<file path="src/rtl/rvs_pkg.sv">
// ---------------------------------------------------------------------------
// rvs_pkg
// Shared types and constants for the reading value stabilizer.
// ---------------------------------------------------------------------------
package rvs_pkg;

    // field widths
    localparam int TIME_W  = 32;
    localparam int VALUE_W = 32;
    localparam int CONF_W  = 8;

    // configuration port
    localparam int CFG_IDX_W  = 2;
    localparam int CFG_DATA_W = 20;
    localparam int SETTLE_W   = 16;
    localparam int BEAT_W     = 20;
    localparam int FRESH_W    = 16;

    // register indexes
    localparam logic [CFG_IDX_W-1:0] CFG_SETTLE_MS    = 2'd0;
    localparam logic [CFG_IDX_W-1:0] CFG_HEARTBEAT_MS = 2'd1;
    localparam logic [CFG_IDX_W-1:0] CFG_FRESH_MS     = 2'd2;

    // register reset values
    localparam logic [SETTLE_W-1:0] SETTLE_RST = 16'd300;
    localparam logic [BEAT_W-1:0]   BEAT_RST   = 20'd10000;
    localparam logic [FRESH_W-1:0]  FRESH_RST  = 16'd3000;

    // event kinds
    localparam logic KIND_BALANCE = 1'b0;
    localparam logic KIND_DELTA   = 1'b1;

    // result queue
    localparam int FIFO_AW    = 2;
    localparam int FIFO_DEPTH = 1 << FIFO_AW;

    // one settling candidate
    typedef struct packed {
        logic                      set;
        logic signed [VALUE_W-1:0] value;
        logic [TIME_W-1:0]         first;
        logic [CONF_W-1:0]         conf;
    } t_cand;

    // one result item
    typedef struct packed {
        logic                      kind;
        logic                      is_heartbeat;
        logic [TIME_W-1:0]         time_ms;
        logic signed [VALUE_W-1:0] value;
        logic [CONF_W-1:0]         conf;
        logic                      last_of_run;
    } t_event;

endpackage

</file>
<file path="src/rtl/rvs_frame_if.sv">
// ---------------------------------------------------------------------------
// rvs_frame_if
// Valid/ready channel carrying one timestamped frame with two readings.
// ---------------------------------------------------------------------------
interface rvs_frame_if;
    logic                                     valid;
    logic                                     ready;
    logic [rvs_pkg::TIME_W-1:0]               time_ms;
    logic                                     bal_valid;
    logic signed [rvs_pkg::VALUE_W-1:0]       bal_value;
    logic [rvs_pkg::CONF_W-1:0]               bal_conf;
    logic                                     dlt_valid;
    logic signed [rvs_pkg::VALUE_W-1:0]       dlt_value;
    logic [rvs_pkg::CONF_W-1:0]               dlt_conf;

    modport source (
        output valid, time_ms, bal_valid, bal_value, bal_conf,
               dlt_valid, dlt_value, dlt_conf,
        input  ready
    );
    modport sink (
        input  valid, time_ms, bal_valid, bal_value, bal_conf,
               dlt_valid, dlt_value, dlt_conf,
        output ready
    );
endinterface

</file>
<file path="src/rtl/rvs_event_if.sv">
// ---------------------------------------------------------------------------
// rvs_event_if
// Valid/ready channel carrying one balance or delta report.
// ---------------------------------------------------------------------------
interface rvs_event_if;
    logic                               valid;
    logic                               ready;
    logic                               event_kind;
    logic                               is_heartbeat;
    logic [rvs_pkg::TIME_W-1:0]         event_time;
    logic signed [rvs_pkg::VALUE_W-1:0] event_value;
    logic [rvs_pkg::CONF_W-1:0]         event_conf;
    logic                               last_of_run;

    modport source (
        output valid, event_kind, is_heartbeat, event_time, event_value,
               event_conf, last_of_run,
        input  ready
    );
    modport sink (
        input  valid, event_kind, is_heartbeat, event_time, event_value,
               event_conf, last_of_run,
        output ready
    );
endinterface

</file>
<file path="src/rtl/reading_value_stabilizer_top.sv">
// ---------------------------------------------------------------------------
// reading_value_stabilizer_top
// Settles per-frame balance and delta readings and reports stable values,
// with a periodic heartbeat of a fresh stable balance.
// ---------------------------------------------------------------------------
//  channel   dir  handshake      carries
//  i_frame   in   valid/ready    time, balance reading, delta reading
//  o_event   out  valid/ready    one report (kind, heartbeat, time, value, conf)
//  i_cfg_*   in   write enable   settle_ms, heartbeat_ms, fresh_ms
//
//  A frame is captured in the input register and processed once the 4-entry
//  result queue has room for two results; it then yields 0..2 reports, one
//  leaving per cycle while o_event is ready. A new frame can enter as the held
//  one is processed; two-report frames are held back by the single output
//  transfer per cycle. Reset clears the queue and tracking state and loads
//  register reset values. A stall on o_event fills the queue, then holds off i_frame.
// ---------------------------------------------------------------------------
module reading_value_stabilizer_top (
    input  logic                                 i_clk,
    input  logic                                 i_rst_n,
    input  logic                                 i_cfg_we,
    input  logic [rvs_pkg::CFG_IDX_W-1:0]        i_cfg_idx,
    input  logic [rvs_pkg::CFG_DATA_W-1:0]       i_cfg_data,
    rvs_frame_if.sink                            i_frame,
    rvs_event_if.source                          o_event
);
    import rvs_pkg::*;

    // configuration registers
    logic [SETTLE_W-1:0] r_settle_ms;
    logic [BEAT_W-1:0]   r_heartbeat_ms;
    logic [FRESH_W-1:0]  r_fresh_ms;

    // input register
    logic                      r_in_vld;
    logic [TIME_W-1:0]         r_time;
    logic                      r_bal_vld;
    logic signed [VALUE_W-1:0] r_bal_value;
    logic [CONF_W-1:0]         r_bal_conf;
    logic                      r_dlt_vld;
    logic signed [VALUE_W-1:0] r_dlt_value;
    logic [CONF_W-1:0]         r_dlt_conf;

    // tracking state
    t_cand                     r_bal_cand, n_bal_cand;
    t_cand                     r_dlt_cand, n_dlt_cand;
    logic signed [VALUE_W-1:0] r_stable_bal, n_stable_bal;
    logic [TIME_W-1:0]         r_stable_seen, n_stable_seen;
    logic                      r_has_stable, n_has_stable;
    logic signed [VALUE_W-1:0] r_rep_bal, n_rep_bal;
    logic [TIME_W-1:0]         r_last_beat, n_last_beat;
    logic signed [VALUE_W-1:0] r_rep_dlt, n_rep_dlt;
    logic                      r_dlt_once, n_dlt_once;

    // result queue
    t_event                    r_fifo [FIFO_DEPTH];
    logic [FIFO_AW-1:0]        r_wr_ptr, r_rd_ptr;
    logic [FIFO_AW:0]          r_cnt;

    logic                      fire, pop, accept;
    logic [FIFO_AW:0]          cnt_after_pop;
    logic                      bal_match, bal_settled, dlt_match, dlt_settled;
    logic                      bal_change, beat, dlt_report;
    logic [TIME_W-1:0]         bal_span, dlt_span, fresh_age, beat_age;
    t_event                    ev_a, ev_b;
    logic                      ev_a_vld, ev_b_vld;
    logic [FIFO_AW-1:0]        ptr_b;
    logic [FIFO_AW:0]          push_n;

    // handshakes
    assign pop           = o_event.valid && o_event.ready;
    assign cnt_after_pop = r_cnt - (FIFO_AW+1)'(pop);
    assign fire          = r_in_vld && (cnt_after_pop <= (FIFO_AW+1)'(FIFO_DEPTH - 2));
    assign i_frame.ready = !r_in_vld || fire;
    assign accept        = i_frame.valid && i_frame.ready;

    // configuration writes
    always_ff @(posedge i_clk) begin
        if (!i_rst_n) begin
            r_settle_ms    <= SETTLE_RST;
            r_heartbeat_ms <= BEAT_RST;
            r_fresh_ms     <= FRESH_RST;
        end else if (i_cfg_we) begin
            unique case (i_cfg_idx)
                CFG_SETTLE_MS:    r_settle_ms    <= i_cfg_data[SETTLE_W-1:0];
                CFG_HEARTBEAT_MS: r_heartbeat_ms <= i_cfg_data[BEAT_W-1:0];
                CFG_FRESH_MS:     r_fresh_ms     <= i_cfg_data[FRESH_W-1:0];
                default: ;
            endcase
        end
    end

    // input register
    always_ff @(posedge i_clk) begin
        if (!i_rst_n) begin
            r_in_vld <= 1'b0;
        end else if (accept) begin
            r_in_vld <= 1'b1;
        end else if (fire) begin
            r_in_vld <= 1'b0;
        end
    end

    always_ff @(posedge i_clk) begin
        if (accept) begin
            r_time      <= i_frame.time_ms;
            r_bal_vld   <= i_frame.bal_valid;
            r_bal_value <= i_frame.bal_value;
            r_bal_conf  <= i_frame.bal_conf;
            r_dlt_vld   <= i_frame.dlt_valid;
            r_dlt_value <= i_frame.dlt_value;
            r_dlt_conf  <= i_frame.dlt_conf;
        end
    end

    // balance candidate: a match settles once the span reaches settle_ms
    assign bal_match   = r_bal_cand.set && (r_bal_cand.value == r_bal_value);
    assign bal_span    = r_time - r_bal_cand.first;
    assign bal_settled = r_bal_vld && bal_match
                      && (bal_span >= {{(TIME_W-SETTLE_W){1'b0}}, r_settle_ms});

    always_comb begin
        n_bal_cand = r_bal_cand;
        if (r_bal_vld) begin
            if (bal_match) begin
                if (r_bal_conf < r_bal_cand.conf) begin
                    n_bal_cand.conf = r_bal_conf;
                end
            end else begin
                n_bal_cand.set   = 1'b1;
                n_bal_cand.value = r_bal_value;
                n_bal_cand.first = r_time;
                n_bal_cand.conf  = r_bal_conf;
            end
        end
    end

    // delta candidate
    assign dlt_match   = r_dlt_cand.set && (r_dlt_cand.value == r_dlt_value);
    assign dlt_span    = r_time - r_dlt_cand.first;
    assign dlt_settled = r_dlt_vld && dlt_match
                      && (dlt_span >= {{(TIME_W-SETTLE_W){1'b0}}, r_settle_ms});

    always_comb begin
        n_dlt_cand = r_dlt_cand;
        if (r_dlt_vld) begin
            if (dlt_match) begin
                if (r_dlt_conf < r_dlt_cand.conf) begin
                    n_dlt_cand.conf = r_dlt_conf;
                end
            end else begin
                n_dlt_cand.set   = 1'b1;
                n_dlt_cand.value = r_dlt_value;
                n_dlt_cand.first = r_time;
                n_dlt_cand.conf  = r_dlt_conf;
            end
        end
    end

    // balance reporting and heartbeat
    assign n_stable_bal  = bal_settled ? r_bal_cand.value : r_stable_bal;
    assign n_stable_seen = bal_settled ? r_time : r_stable_seen;
    assign n_has_stable  = bal_settled || r_has_stable;
    assign bal_change    = bal_settled && (r_bal_cand.value != r_rep_bal);
    assign fresh_age     = r_time - n_stable_seen;
    assign beat_age      = r_time - r_last_beat;
    assign beat = !bal_change && n_has_stable
               && (fresh_age <= {{(TIME_W-FRESH_W){1'b0}}, r_fresh_ms})
               && (beat_age >= {{(TIME_W-BEAT_W){1'b0}}, r_heartbeat_ms});
    assign n_rep_bal   = bal_change ? r_bal_cand.value : r_rep_bal;
    assign n_last_beat = (bal_change || beat) ? r_time : r_last_beat;

    // delta reporting
    assign dlt_report = dlt_settled && (!r_dlt_once || (r_dlt_cand.value != r_rep_dlt));
    assign n_rep_dlt  = dlt_report ? r_dlt_cand.value : r_rep_dlt;
    assign n_dlt_once = dlt_report || r_dlt_once;

    // results of this frame: balance slot first, then delta slot
    assign ev_a_vld = bal_change || beat;
    assign ev_b_vld = dlt_report;

    always_comb begin
        ev_a.kind         = KIND_BALANCE;
        ev_a.is_heartbeat = !bal_change;
        ev_a.time_ms      = bal_change ? r_bal_cand.first : r_time;
        ev_a.value        = n_stable_bal;
        ev_a.conf         = n_bal_cand.conf;
        ev_a.last_of_run  = !ev_b_vld;

        ev_b.kind         = KIND_DELTA;
        ev_b.is_heartbeat = 1'b0;
        ev_b.time_ms      = r_dlt_cand.first;
        ev_b.value        = r_dlt_cand.value;
        ev_b.conf         = n_dlt_cand.conf;
        ev_b.last_of_run  = 1'b1;
    end

    // state update
    always_ff @(posedge i_clk) begin
        if (!i_rst_n) begin
            r_bal_cand    <= '0;
            r_dlt_cand    <= '0;
            r_stable_bal  <= '0;
            r_stable_seen <= '0;
            r_has_stable  <= 1'b0;
            r_rep_bal     <= '0;
            r_last_beat   <= '0;
            r_rep_dlt     <= '0;
            r_dlt_once    <= 1'b0;
        end else if (fire) begin
            r_bal_cand    <= n_bal_cand;
            r_dlt_cand    <= n_dlt_cand;
            r_stable_bal  <= n_stable_bal;
            r_stable_seen <= n_stable_seen;
            r_has_stable  <= n_has_stable;
            r_rep_bal     <= n_rep_bal;
            r_last_beat   <= n_last_beat;
            r_rep_dlt     <= n_rep_dlt;
            r_dlt_once    <= n_dlt_once;
        end
    end

    // result queue: up to two writes and, when o_event takes one, one read per cycle
    assign ptr_b  = r_wr_ptr + FIFO_AW'(ev_a_vld);
    assign push_n = fire ? ((FIFO_AW+1)'(ev_a_vld) + (FIFO_AW+1)'(ev_b_vld))
                         : '0;

    always_ff @(posedge i_clk) begin
        if (fire && ev_a_vld) begin
            r_fifo[r_wr_ptr] <= ev_a;
        end
        if (fire && ev_b_vld) begin
            r_fifo[ptr_b] <= ev_b;
        end
    end

    always_ff @(posedge i_clk) begin
        if (!i_rst_n) begin
            r_wr_ptr <= '0;
            r_rd_ptr <= '0;
            r_cnt    <= '0;
        end else begin
            r_wr_ptr <= r_wr_ptr + push_n[FIFO_AW-1:0];
            r_rd_ptr <= r_rd_ptr + FIFO_AW'(pop);
            r_cnt    <= cnt_after_pop + push_n;
        end
    end

    // output side
    assign o_event.valid        = (r_cnt != '0);
    assign o_event.event_kind   = r_fifo[r_rd_ptr].kind;
    assign o_event.is_heartbeat = r_fifo[r_rd_ptr].is_heartbeat;
    assign o_event.event_time   = r_fifo[r_rd_ptr].time_ms;
    assign o_event.event_value  = r_fifo[r_rd_ptr].value;
    assign o_event.event_conf   = r_fifo[r_rd_ptr].conf;
    assign o_event.last_of_run  = r_fifo[r_rd_ptr].last_of_run;

endmodule

</file>
<file path="src/flat_wrapper.sv">
// flat-port wrapper written by rule: the top's interface ports become plain ports
module reading_value_stabilizer_top_flat import rvs_pkg::*;
  (i_clk, i_rst_n, i_cfg_we, i_cfg_idx, i_cfg_data, i_frame_valid, i_frame_time_ms, i_frame_bal_valid, i_frame_bal_value, i_frame_bal_conf, i_frame_dlt_valid, i_frame_dlt_value, i_frame_dlt_conf, i_frame_ready, o_event_valid, o_event_event_kind, o_event_is_heartbeat, o_event_event_time, o_event_event_value, o_event_event_conf, o_event_last_of_run, o_event_ready);
  rvs_frame_if i_frame_i ();
  rvs_event_if o_event_i ();
  input  logic i_clk;
  input  logic i_rst_n;
  input  logic i_cfg_we;
  input  logic [rvs_pkg::CFG_IDX_W-1:0] i_cfg_idx;
  input  logic [rvs_pkg::CFG_DATA_W-1:0] i_cfg_data;
  input wire logic [$bits(i_frame_i.valid)-1:0] i_frame_valid;
  input wire logic [$bits(i_frame_i.time_ms)-1:0] i_frame_time_ms;
  input wire logic [$bits(i_frame_i.bal_valid)-1:0] i_frame_bal_valid;
  input wire logic [$bits(i_frame_i.bal_value)-1:0] i_frame_bal_value;
  input wire logic [$bits(i_frame_i.bal_conf)-1:0] i_frame_bal_conf;
  input wire logic [$bits(i_frame_i.dlt_valid)-1:0] i_frame_dlt_valid;
  input wire logic [$bits(i_frame_i.dlt_value)-1:0] i_frame_dlt_value;
  input wire logic [$bits(i_frame_i.dlt_conf)-1:0] i_frame_dlt_conf;
  output wire logic [$bits(i_frame_i.ready)-1:0] i_frame_ready;
  output wire logic [$bits(o_event_i.valid)-1:0] o_event_valid;
  output wire logic [$bits(o_event_i.event_kind)-1:0] o_event_event_kind;
  output wire logic [$bits(o_event_i.is_heartbeat)-1:0] o_event_is_heartbeat;
  output wire logic [$bits(o_event_i.event_time)-1:0] o_event_event_time;
  output wire logic [$bits(o_event_i.event_value)-1:0] o_event_event_value;
  output wire logic [$bits(o_event_i.event_conf)-1:0] o_event_event_conf;
  output wire logic [$bits(o_event_i.last_of_run)-1:0] o_event_last_of_run;
  input wire logic [$bits(o_event_i.ready)-1:0] o_event_ready;
  assign i_frame_i.valid = i_frame_valid;
  assign i_frame_i.time_ms = i_frame_time_ms;
  assign i_frame_i.bal_valid = i_frame_bal_valid;
  assign i_frame_i.bal_value = i_frame_bal_value;
  assign i_frame_i.bal_conf = i_frame_bal_conf;
  assign i_frame_i.dlt_valid = i_frame_dlt_valid;
  assign i_frame_i.dlt_value = i_frame_dlt_value;
  assign i_frame_i.dlt_conf = i_frame_dlt_conf;
  assign i_frame_ready = i_frame_i.ready;
  assign o_event_valid = o_event_i.valid;
  assign o_event_event_kind = o_event_i.event_kind;
  assign o_event_is_heartbeat = o_event_i.is_heartbeat;
  assign o_event_event_time = o_event_i.event_time;
  assign o_event_event_value = o_event_i.event_value;
  assign o_event_event_conf = o_event_i.event_conf;
  assign o_event_last_of_run = o_event_i.last_of_run;
  assign o_event_i.ready = o_event_ready;
  reading_value_stabilizer_top u_core (.i_clk(i_clk), .i_rst_n(i_rst_n), .i_cfg_we(i_cfg_we), .i_cfg_idx(i_cfg_idx), .i_cfg_data(i_cfg_data), .i_frame(i_frame_i), .o_event(o_event_i));
endmodule
</file>
<file path="config.mk">
export PLATFORM = sky130hd
export DESIGN_NAME = reading_value_stabilizer_top_flat
export DESIGN_NICKNAME = d
export VERILOG_FILES = /design/src/rtl/rvs_pkg.sv /design/src/rtl/rvs_frame_if.sv /design/src/rtl/rvs_event_if.sv /design/src/rtl/reading_value_stabilizer_top.sv /design/src/flat_wrapper.sv
export SDC_FILE = /design/constraint.sdc
export NUM_CORES = 2
export LEC_CHECK = 0
export ABC_AREA = 0
export BUFFER_PORTS_ARGS = -buffer_cell sky130_fd_sc_hd__buf_2
export CORE_MARGIN = 1.5
export CORE_UTILIZATION = 35
export CTS_BUF_LIST = sky130_fd_sc_hd__clkbuf_16
export CTS_CLUSTER_SIZE = 40
export DETAILED_ROUTE_END_ITERATION = 12
export MAX_ROUTING_LAYER = met4
export REMOVE_ABC_BUFFERS = 1
export SYNTH_ARGS = -nofsm -noshare
export SYNTH_HDL_FRONTEND = slang
export SYNTH_SLANG_ARGS = --single-unit
</file>
<file path="constraint.sdc">
create_clock -name i_clk -period 40.4 [get_ports i_clk]
set_input_delay 0 -clock i_clk [delete_from_list [all_inputs] [get_ports i_clk]]
set_output_delay 0 -clock i_clk [all_outputs]
set_load 0.01 [all_outputs]
</file>
==> impl_metrics.tcl <==
set metrics [dict create \
    status "completed" \
    setup_tns_ps 0 \
    nets 5080 \
    crit_required_ps 40890 \
    finalMaxSlewViolations 0 \
    grt.total_usage_pct 21.6 \
    io_buffers 217 \
    vias_per_cell 5.50 \
    start_kind "register" \
    ioPinCount 218 \
    syn_inst 4463 \
    hold_class "input port to register" \
    setup_violations 0 \
    syn_avg_cell_area_um2 10.1 \
    clockBufferDepth 3 \
    critPathKind "register to register" \
    worst_pin_slew_ps 1330 \
    firstDrtPassIters 6 \
    p_total_mw 2.49 \
    grt_max_degree 206 \
    drt_iter0_markers 3230 \
    combPwrFrac_pct 30.2 \
    finClkSkew_ps 60.8 \
    grt_pass1_vias 34600 \
    power.leakage_nw 18.8 \
    final.fill_count 12300 \
    drc 0 \
    min_period_ps 13530 \
    routed_wl_um 140000 \
    gp_congestion 0.890 \
    finalWorstSetupSlack_ps 26870 \
    cts.sink_count 782 \
    p_seq_share_pct 38.4 \
    placedInstanceArea_um2 47300 \
    insertion_delay_ps 720 \
    p_per_area_nw_per_um2 47.4 \
    crit_arrival_ps 14020 \
    fmax_mhz 73.9 \
    synth_seq_cells 782 \
    antenna_cells 0 \
    layoutNonFillerInstCount 6455 \
    antenna_found_initial 3 \
    max_stage_delay_ps 730 \
    dp_cells 6061 \
    drv_cap 0 \
    finish.utilization_pct 41.0 \
    timing.hold.ws_ps 29.0 \
    synth-edff-count 402 \
    synthToLayoutAreaGrowth_pct 16.4 \
    synth-main-ff-cell "edfxtp_1" \
    path_clk_slew_ps 60 \
    num_vias 35500 \
    p_sw_uw 861 \
    cts_tree "yes" \
    swShare_pct 34.6 \
    design_area_um2 52400 \
    maxSlewHeadroom_pct 11.2 \
    ir_worst_vdd_v 0.0000323 \
    pwr-share-clk_pct 31.4 \
    post-route-period-util_pct 33.5 \
    slowest_stage "buf_4" \
    seq_area_frac_synth_pct 43.7 \
    rsz0062_at_grt "no" \
    drt.antenna.violating_nets 0 \
    cp_max_fo 121 \
    die_area_um2 131000 \
    synthArstFlopShare_pct 0 \
    netlist_area_um2 45000 \
    cts_made_buffers 88 \
    synth_area_leaders "edfxtp_1, dfxtp_1, mux2i_1" \
    core_um2 128000 \
    yosysTopAreaCellShare_pct 26.8 \
    ys_types 86 \
    synth_top_area_cell "edfxtp_1" \
    cts_setup_buffers 0 \
    hold_viol_final 0 \
    drive_gt1_share_pct 11.1 \
    p_int_mw 1.63 \
    gr-total-overflow 0 \
    clock-root-buffer "clkbuf_16" \
    grt_pass1_wl_um 213000 \
    hpwlAfterDp_um 93700 \
    core.rowCount 131 \
    end_kind "register" \
    die_w_um 362 \
    start_util_pct 35.3 \
    dpl_worst_slack_ps 27100 \
    die_y_um 362 \
    routedWlPerCell_um 21.8 \
    htree_levels 3 \
    yosys_warnings 0 \
    cpMostUsedCell "buf_4" \
]
critical path, delay by kind of cell (launching register included):
| kind | cells | cell delay [ps] |
|---|---|---|
| DFF | 1 | 610 |
| AOI/OAI and AO/OA | 14 | 3480 |
| and+or+nand+nor | 16 | 4350 |
| buffers and inverters | 5 | 2660 |
| adders and majority gates | 5 | 1700 |
| xor gates and xnor gates | 2 | 370 |
cell families (layout without fill, tap and decap cells):
group	Yosys count	after routing	share of synthesized area [%]
buffers and inverters	543	873	5.12
adders and majority gates	219	219	6.17
AOI/OAI and AO/OA	975	975	16.1
and+or+nand+nor	1354	1354	14.3
DFF	782	782	43.7
muxes	386	386	10.7
xor gates and xnor gates	204	204	3.97
cell usage after synthesis (9+ instances only):
cell type / n
o41ai_1: 293
and3_1: 19
o211a_1: 15
o211ai_1: 33
a21o_1: 67
a211oi_1: 16
mux2_2: 11
nand2_1: 661
nor2_1: 126
nand2b_1: 50
ha_1: 214
o2111ai_1: 12
a21boi_0: 142
inv_1: 198
nand4_1: 64
o21bai_1: 15
dfxtp_1: 380
nor4_1: 24
clkbuf_1: 266
nor3_1: 42
and2_1: 25
xnor2_1: 165
a211o_1: 9
mux2i_1: 300
nor2b_1: 204
buf_1: 30
mux4_2: 75
o31ai_1: 12
a21oi_1: 149
o21a_1: 29
or3_1: 15
buf_2: 12
nand3_1: 85
edfxtp_1: 402
a31oi_1: 17
buf_6: 31
nor3b_1: 12
xor2_1: 39
a221oi_1: 9
o21ai_0: 91
power by group through the flow:
| stage | Combinational [mW] | Clock (mW) | Sequential, mW |
|---|---|---|---|
| final | 0.752 | 0.779 | 0.955 |
| after global routing | 0.822 | 0.824 | 0.962 |
| after CTS | 0.754 | 0.795 | 0.954 |
| after detailed placement | 0.733 | 0 | 0.970 |
| after global placement | 0.731 | 0 | 0.970 |
| after floorplan | 0.502 | 0 | 0.954 |
registers in the layout, summed over array words and instances, names as in the netlist, 2 cells and up:
signal and flops:
u_core.r_fifo 300, u_core.r_bal_cand 73, u_core.ev_b 64, u_core.r_bal_value 32, u_core.r_dlt_value 32, u_core.r_last_beat 32
u_core.r_rep_bal 32, u_core.r_rep_dlt 32, u_core.r_stable_bal 32, u_core.r_stable_seen 32, u_core.r_time 32, u_core.r_heartbeat_ms 20
u_core.r_fresh_ms 16, u_core.r_settle_ms 16, u_core.r_dlt_cand 9, u_core.r_bal_conf 8, u_core.r_dlt_conf 8, u_core.r_cnt 3
u_core.r_rd_ptr 2, u_core.r_wr_ptr 2
metal layers:
| metal | global-route usage, % | up-vias | routed length [µm] |
|---|---|---|---|
| met4 | 4.99 | 0 | 2850 |
| met3 | 2.73 | 190 | 7180 |
| met5 | - | - | 0 |
| li1 | - | 17000 | - |
| met2 | 35.6 | 1028 | 67300 |
| met1 | 28.3 | 17300 | 63200 |
worst paths after layout:
kind / startpoint / to / slack (ps) / cells past startpoint
max reg2reg: u_core.r_time[1]$_DFFE_PP_ / u_core.r_fifo[1][26]$_DFFE_PP_ / 26870 / 42
max: u_core.r_time[1]$_DFFE_PP_ / u_core.r_fifo[1][26]$_DFFE_PP_ / 26870 / 42
min reg2reg: u_core.r_last_beat[25]$_SDFFE_PN0N_ / u_core.r_last_beat[25]$_SDFFE_PN0N_ / 460 / 2
min: i_frame_dlt_value[30] / u_core.r_dlt_value[30]$_DFFE_PP_ / 30 / 2
cell usage in the layout (no fill, tap or decap), types with 29 or more instances in the layout:
master           n
xor2_1          39
nor3_1          39
nand4_1         64
inv_1          221
o211ai_1        33
a21o_1          67
a21boi_0       142
clkbuf_16       92
xnor2_1        165
a21oi_1        149
buf_2          216
ha_1           214
nor2b_1        204
mux2i_1        300
edfxtp_1       402
o41ai_1        293
o21a_1          29
nand2_1        660
nand3_1         84
o21ai_0         91
dlygate4sd3_1  231
mux4_2          75
nand2b_1        48
nor2_1         123
dfxtp_1        378
buf_4           62
timing repair:
action | in CTS | in global routing
gates resized for setup | 0 | 0
hold endpoints to repair | 291 | 0
hold buffers | 231 | 0
cell type report:
| cell class | count | area, µm² | area share (%) |
|---|---|---|---|
| Timing Repair Buffer | 511 | 3890 | 7.43 |
| Clock buffer | 92 | 2300 | 4.39 |
| Tap cell | 1662 | 2080 | 3.97 |
| Sequential cell | 782 | 19700 | 37.6 |
| Clock inverter | 71 | 465 | 0.888 |
| Multi-Input combinational cell | 3138 | 23200 | 44.3 |
| Inverter | 199 | 747 | 1.43 |
(Power assumes the default switching activity.)
